===== src/rtl/imu_att_pkg.sv =====
// ----------------------------------------------------------------------------
// imu_att_pkg
// Types, constants and helpers shared by the attitude estimator modules.
// ----------------------------------------------------------------------------
`default_nettype none

package imu_att_pkg;

  localparam int unsigned CordW     = 28;  // CORDIC x/y/z datapath width
  localparam int unsigned IterW     = 5;   // index into the arctangent table
  localparam int unsigned AtanLen   = 24;
  localparam int unsigned CfgIdxW   = 3;
  localparam int unsigned CfgDataW  = 16;

  localparam logic signed [17:0] RateToQ16 = 18'sd120158;
  localparam logic signed [17:0] GainInv   = 18'sd39797;
  localparam logic signed [17:0] BlendGyro = 18'sd64225;
  localparam logic signed [12:0] BlendAcc  = 13'sd1311;
  localparam logic signed [CordW-1:0] Deg180 = 28'sd11796480;

  typedef enum logic [CfgIdxW-1:0] {
    REG_ENABLE      = 3'd0,
    REG_GZ_OFFSET   = 3'd1,
    REG_DEADBAND    = 3'd2,
    REG_DEFAULT_STEP = 3'd3,
    REG_MAX_STEP    = 3'd4
  } cfg_reg_e;

  typedef enum logic [3:0] {
    ST_IDLE,
    ST_INIT1,
    ST_CORD1,
    ST_GAIN,
    ST_INIT2,
    ST_CORD2,
    ST_MUL1,
    ST_MUL2,
    ST_BLEND,
    ST_FIN
  } state_e;

  typedef enum logic {
    OP_SAMPLE = 1'b0,
    OP_CLEAR  = 1'b1
  } opcode_e;

  typedef struct packed {
    logic               opcode;
    logic signed [15:0] accel_x;
    logic signed [15:0] accel_y;
    logic signed [15:0] accel_z;
    logic signed [15:0] gyro_x;
    logic signed [15:0] gyro_y;
    logic signed [15:0] gyro_z;
    logic [31:0]        timestamp_ms;
  } in_beat_t;

  typedef struct packed {
    logic               updated;
    logic signed [23:0] roll_deg;
    logic signed [23:0] pitch_deg;
    logic signed [23:0] yaw_deg;
  } out_beat_t;

  typedef struct packed {
    logic             load;       // capture the accepted beat
    logic             cord_init;  // seed CORDIC
    logic             cord_sel;   // 0: roll vector, 1: pitch vector
    logic             cord_iter;  // one micro-rotation
    logic [IterW-1:0] iter_idx;
    logic             gain;       // remove CORDIC gain, keep roll tilt
    logic             mul1;       // rate * step
    logic             mul2;       // scale to Q16.16 increment
    logic             blend;      // commit new angles
    logic             emit;       // load output register
  } dp_cmd_t;

  typedef struct packed {
    logic is_clear;
    logic enabled;
  } dp_sts_t;

  function automatic logic signed [CordW-1:0] atan_at(input logic [IterW-1:0] idx);
    logic signed [CordW-1:0] v;
    case (idx)
      5'd0:  v = 28'sd2949120;
      5'd1:  v = 28'sd1740967;
      5'd2:  v = 28'sd919879;
      5'd3:  v = 28'sd466945;
      5'd4:  v = 28'sd234379;
      5'd5:  v = 28'sd117267;
      5'd6:  v = 28'sd58666;
      5'd7:  v = 28'sd29335;
      5'd8:  v = 28'sd14668;
      5'd9:  v = 28'sd7334;
      5'd10: v = 28'sd3667;
      5'd11: v = 28'sd1833;
      5'd12: v = 28'sd917;
      5'd13: v = 28'sd458;
      5'd14: v = 28'sd229;
      5'd15: v = 28'sd115;
      5'd16: v = 28'sd57;
      5'd17: v = 28'sd29;
      5'd18: v = 28'sd14;
      5'd19: v = 28'sd7;
      5'd20: v = 28'sd4;
      5'd21: v = 28'sd2;
      5'd22: v = 28'sd1;
      default: v = '0;
    endcase
    return v;
  endfunction

  function automatic logic signed [31:0] sat32(input logic signed [35:0] v);
    logic signed [31:0] r;
    if (v > 36'sh0_7FFF_FFFF) r = 32'sh7FFF_FFFF;
    else if (v < -36'sh0_8000_0000) r = 32'sh8000_0000;
    else r = v[31:0];
    return r;
  endfunction

endpackage

`default_nettype wire


===== src/rtl/imu_att_ctrl.sv =====
// ----------------------------------------------------------------------------
// imu_att_ctrl
// Sequencer: runs enabled samples through both CORDIC passes and the blend.
// ----------------------------------------------------------------------------
`default_nettype none

module imu_att_ctrl #(
  parameter int unsigned CORDIC_STEPS = 16
) (
  input  wire                   clk_i,
  input  wire                   rst_ni,
  input  wire                   in_valid_i,
  output logic                  in_stall_o,
  output logic                  out_valid_o,
  input  wire                   out_stall_i,
  input  imu_att_pkg::dp_sts_t  sts_i,
  output imu_att_pkg::dp_cmd_t  cmd_o
);
  import imu_att_pkg::*;

  localparam int unsigned CntW = $clog2(CORDIC_STEPS);
  localparam logic [CntW-1:0] LastIter = CntW'(CORDIC_STEPS - 1);

  state_e          state_q, state_d;
  logic [CntW-1:0] cnt_q, cnt_d;
  logic            ovld_q, ovld_d;
  logic            accept;

  assign in_stall_o  = (state_q != ST_IDLE) | ovld_q;
  assign out_valid_o = ovld_q;
  assign accept      = in_valid_i & ~in_stall_o;

  always_comb begin
    state_d = state_q;
    cnt_d   = cnt_q;
    case (state_q)
      ST_IDLE: begin
        if (accept) begin
          if (sts_i.is_clear || !sts_i.enabled) state_d = ST_FIN;
          else state_d = ST_INIT1;
        end
      end
      ST_INIT1: begin
        cnt_d   = '0;
        state_d = ST_CORD1;
      end
      ST_CORD1: begin
        cnt_d = cnt_q + 1'b1;
        if (cnt_q == LastIter) state_d = ST_GAIN;
      end
      ST_GAIN:  state_d = ST_INIT2;
      ST_INIT2: begin
        cnt_d   = '0;
        state_d = ST_CORD2;
      end
      ST_CORD2: begin
        cnt_d = cnt_q + 1'b1;
        if (cnt_q == LastIter) state_d = ST_MUL1;
      end
      ST_MUL1:  state_d = ST_MUL2;
      ST_MUL2:  state_d = ST_BLEND;
      ST_BLEND: state_d = ST_FIN;
      ST_FIN:   state_d = ST_IDLE;
      default:  state_d = ST_IDLE;
    endcase
  end

  always_comb begin
    cmd_o          = '0;
    cmd_o.iter_idx = IterW'(cnt_q);
    ovld_d         = ovld_q & out_stall_i;
    case (state_q)
      ST_IDLE:  cmd_o.load = accept;
      ST_INIT1: cmd_o.cord_init = 1'b1;
      ST_CORD1: cmd_o.cord_iter = 1'b1;
      ST_GAIN:  cmd_o.gain = 1'b1;
      ST_INIT2: begin
        cmd_o.cord_init = 1'b1;
        cmd_o.cord_sel  = 1'b1;
      end
      ST_CORD2: cmd_o.cord_iter = 1'b1;
      ST_MUL1:  cmd_o.mul1 = 1'b1;
      ST_MUL2:  cmd_o.mul2 = 1'b1;
      ST_BLEND: cmd_o.blend = 1'b1;
      ST_FIN: begin
        cmd_o.emit = 1'b1;
        ovld_d     = 1'b1;
      end
      default: ;
    endcase
  end

  always_ff @(posedge clk_i or negedge rst_ni) begin
    if (!rst_ni) begin
      state_q <= ST_IDLE;
      cnt_q   <= '0;
      ovld_q  <= 1'b0;
    end else begin
      state_q <= state_d;
      cnt_q   <= cnt_d;
      ovld_q  <= ovld_d;
    end
  end

endmodule

`default_nettype wire


===== config.mk =====
export PLATFORM = sky130hd
export DESIGN_NAME = imu_att_ctrl
export DESIGN_NICKNAME = d
export VERILOG_FILES = /design/src/rtl/imu_att_pkg.sv /design/src/rtl/imu_att_ctrl.sv
export SDC_FILE = /design/constraint.sdc
export NUM_CORES = 1
export LEC_CHECK = 0
export ABC_AREA = 1
export BUFFER_PORTS_ARGS = -buffer_cell sky130_fd_sc_hd__buf_4
export CAP_MARGIN = 20
export CELL_PAD_IN_SITES_DETAIL_PLACEMENT = 1
export CELL_PAD_IN_SITES_GLOBAL_PLACEMENT = 1
export CORE_ASPECT_RATIO = 1.25
export CORE_UTILIZATION = 37
export CTS_BUF_LIST = sky130_fd_sc_hd__clkbuf_4 sky130_fd_sc_hd__clkbuf_8
export CTS_CLUSTER_SIZE = 8
export DETAILED_ROUTE_END_ITERATION = 10
export PLACE_DENSITY = 0.88
export SKIP_CTS_REPAIR_TIMING = 1
export SLEW_MARGIN = 20
export SYNTH_ARGS = -nofsm -noshare
export SYNTH_HDL_FRONTEND = slang
export SYNTH_SLANG_ARGS = --single-unit

===== constraint.sdc =====
create_clock -name clk_i -period 1.8 [get_ports clk_i]
set_input_delay 0 -clock clk_i [delete_from_list [all_inputs] [get_ports clk_i]]
set_output_delay 0 -clock clk_i [all_outputs]
set_load 0.005 [all_outputs]

# Word-level counts from Yosys, hierarchy flattened
# Index checks and enable logic that the tools add are counted.
# op_classes
eq_ne	13
n_reduce_logical	8
mux	16
addsub	1
bitwise	4
# op_table
operator	n
$pmux W4 S9	1
$eq A4 B3 Y1 const B	4
$mux W4	4
$eq A4 B4 Y1 const B	3
$mux W1	10
$eq A4 B2 Y1 const B	2
$pmux W4 S2	1
$ne A2 B2 Y1 const B	3
$add A4 B1 Y4 const B	1
$eq A4 B1 Y1 const B	1
$logic_not A4 Y1	1
$reduce_bool A4 Y1	1
$reduce_or A2 Y1	2
$reduce_and A3 Y1	1
$and A1 B1 Y1	2
$reduce_bool A2 Y1	1
$logic_not A1 Y1	1
$logic_or A1 B1 Y1	1
$not A1 Y1	1
$or A1 B1 Y1	1
# word_totals
word_cells	45
in_bits	6
out_inout_bits	16
ff_bits	9

# Longest topological paths before layout
# depth
word_depth	6
mapped_depth	7

# Worst setup path before layout
# OpenSTA, ideal clock, no wires.
# synth_timing
path_type	register to register
startpoint	register cnt_q[0]
endpoint	register cnt_q[2]
stages_incl_launch_ff	5
t_arrival_ns	1.032
setup_slack_ns	0.651
required_ns	1.683
period_less_slack_ns	1.149
path_cell_list	dfrtp_1 > ha_1 > or2_2 > nand3_1 > nand2_1
# synth_via
elab_chain_len	2
# synth_lines
item	line	text
start, declared	imu_att_ctrl.sv:25	logic [CntW-1:0] cnt_q, cnt_d;
start signal, assigned	imu_att_ctrl.sv:100	cnt_q <= cnt_d;
$add A4 B1 Y4	imu_att_ctrl.sv:48, imu_att_ctrl.sv:57	
$pmux W4 S2	imu_att_ctrl.sv:36	case (state_q)
# Every way passes these cells.
# A chain may end at the register's enable or synchronous reset.

==> metrics.txt <==
largest net degree at the start of global routing 10; PD cells 1660 nW/µm²; Chip Width 38.1 µm; Cell variety after synth 20; CP max FO 6; Crit path required time 1.80 ns; R2R cell count 6; Fill cells 197; Setup Viol. Count Final 0; CTS tree done; Post-DP Area 768 µm²; dpl cells 122; # DRC 0; slowest library cell on the worst path dfrtp_1; WL per Instance 12.2 µm; Die Span Y 47.2 µm; initial core utilization 41.8%; Rows 15; Num CTS Buffers 3; fraction of layout cells with a size suffix above 1 34.2%; Yosys warning total 0; DRT Pass-1 Iters 2; period utilization 80.9%; mapped cell area 604 µm²; clk sinks 9; Hold Vio Cnt, Final 0; First DRT Iteration DRCs 3; total number of vias 629; GRT Total Usage 19.7%; ant diodes 0; CP Depth 6; Arr. time, crit path 1.46 ns; CTS clk-pin slew, worst paths 0.06 ns; Ports 22; maximum VDD drop 0.801 mV; Area Overhead vs Synth 35.4%; Detailed Place HPWL 1280 µm; TNS Setup 0 ns; f_max 687 MHz; RSZ-0062 raised after global routing false; cells along the critical path inv_2, nand2_1, nor2_1, nand2_1, nor2_1, buf_4; Buf/Inv on CP 2; Mapped Nets 93; overflow left after global routing 0; CTS H-tree depth 1; skew final 0.00119 ns; status complete, no violations; Via density 4.91; Final ANT Viol Nets 0; initial antenna violation count 0; Fin Hold WS 0.0817 ns; GP Congestion 0.744; average cell area after synthesis 7.03 µm²; Post-Synthesis Cells 86; CP top delay family simple AND/OR/NAND/NOR gates; Cell Count, Final, Fillers Out 128; Slew Limit Fails 0; Pwr Total 1.36 mW; first-pass GRT wire length 2410 µm; CP peak stage delay 0.46 ns; minimum clock period 1.46 ns; flops & latches, synth 9; final wirelength 1570 µm; hold path depth 5; Worst-Skew Late Latency 0.26 ns; final net count 119; area of the core 1450 µm²; port bufs 20; CTS Buffer Depth 2; vias in the first global route 583; Max Cap Viol 0; Crit. End Element output port; Setup CP Type flop to output port; Seq/Total Area, Yosys 37.3%; Worst Hold Class input port to flop; clk root buf clkbuf_4; Final Cell Area 818 µm²; startpoint types flop; full die area 1800 µm²; Leak 0.475 nW
worst paths after layout:
kind,start,end,slack (ns)
setup / recovery,state_q[0],cmd_o[13],0.34
hold / removal,sts_i[1],state_q[3],0.08
setup reg to reg,state_q[0],state_q[1],0.56
hold reg to reg,cnt_q[3],cnt_q[3],0.56
max in group asynchronous,rst_ni,state_q[2],1.56
min in group asynchronous,rst_ni,cnt_q[1],0.10
layout by cell type, fill, tap and decap left out, types with 3 or more instances in the layout:
cell | Yosys | routed
buf_4 | 1 | 20
clkbuf_4 | 0 | 4
dfrtp_1 | 9 | 9
inv_1 | 12 | 12
nand2_1 | 27 | 27
nand2_2 | 3 | 3
nand3_1 | 8 | 8
nor2_1 | 6 | 6
nor2_2 | 3 | 3
worst min-delay path: stages:
cell and delay, ns:
buf_4 0.08, inv_1 0.03, nand2_1 0.05, a21oi_1 0.07, nor2_1 0.08
flip-flops by register name, indices dropped and copies added, names as in the netlist:
| name | cells |
|---|---|
| cnt_q | 4 |
| state_q | 4 |
| out_valid_o | 1 |
power by group:
part | internal (mW) | switching [mW]
Combinational | 0.341 | 0.454
Sequential | 0.281 | 0.110
Clock | 0.101 | 0.0723
Total | 0.723 | 0.636
Yosys cell counts, drive strengths merged:
cell type / n / area, µm²
nand3: 8 / 40.0
xnor2: 1 / 8.76
conb: 1 / 3.75
nand2: 32 / 143
buf: 1 / 7.51
nor2: 11 / 63.8
dfrtp: 9 / 225
inv: 14 / 52.6
o21ai: 2 / 13.8
nor3: 2 / 10.0
o21bai: 1 / 7.51
a21oi: 2 / 10.0
or2: 1 / 6.26
ha: 1 / 12.5
metrics by stage:
step | utilization, % | worst slack (ns)
2_1_floorplan | - | 0.651
3_3_place_gp | 53.2 | 0.606
3_5_place_dp | 53.2 | 0.569
4_1_cts | 55.2 | 0.312
5_1_grt | 56.6 | 0.218
6_report | 56.6 | 0.344
cells by family (layout without fill, tap and decap cells):
family                     count (synthesis)  after routing  share of synthesized area (%)
adders and majority gates                  1              1                           2.07
buffers and inverters                     15             40                           9.94
DFF                                        9              9                           37.3
AOI/OAI and AO/OA                          5              5                           5.18
xor gates and xnor gates                   1              1                           1.45
and+or+nand+nor                           54             54                           43.5
other                                      1              1                          0.621
final cells by class:
type	instances	area, µm²	area share, %
repair buffers	22	170	20.8
well taps	17	21.3	2.60
flip-flops and latches	9	225	27.5
clock buffers	4	30.0	3.67
inverters	14	52.6	6.42
multi-input cells	62	319	39.0
layer usage:
| layer | GRT usage (%) | wire length, µm |
|---|---|---|
| met5 | 0 | 0 |
| met4 | 12.9 | 43 |
| met3 | 1.42 | 44 |
| met2 | 36.3 | 890 |
| met1 | 21.4 | 589 |
Note: power is estimated with default switching activity, not from simulation.
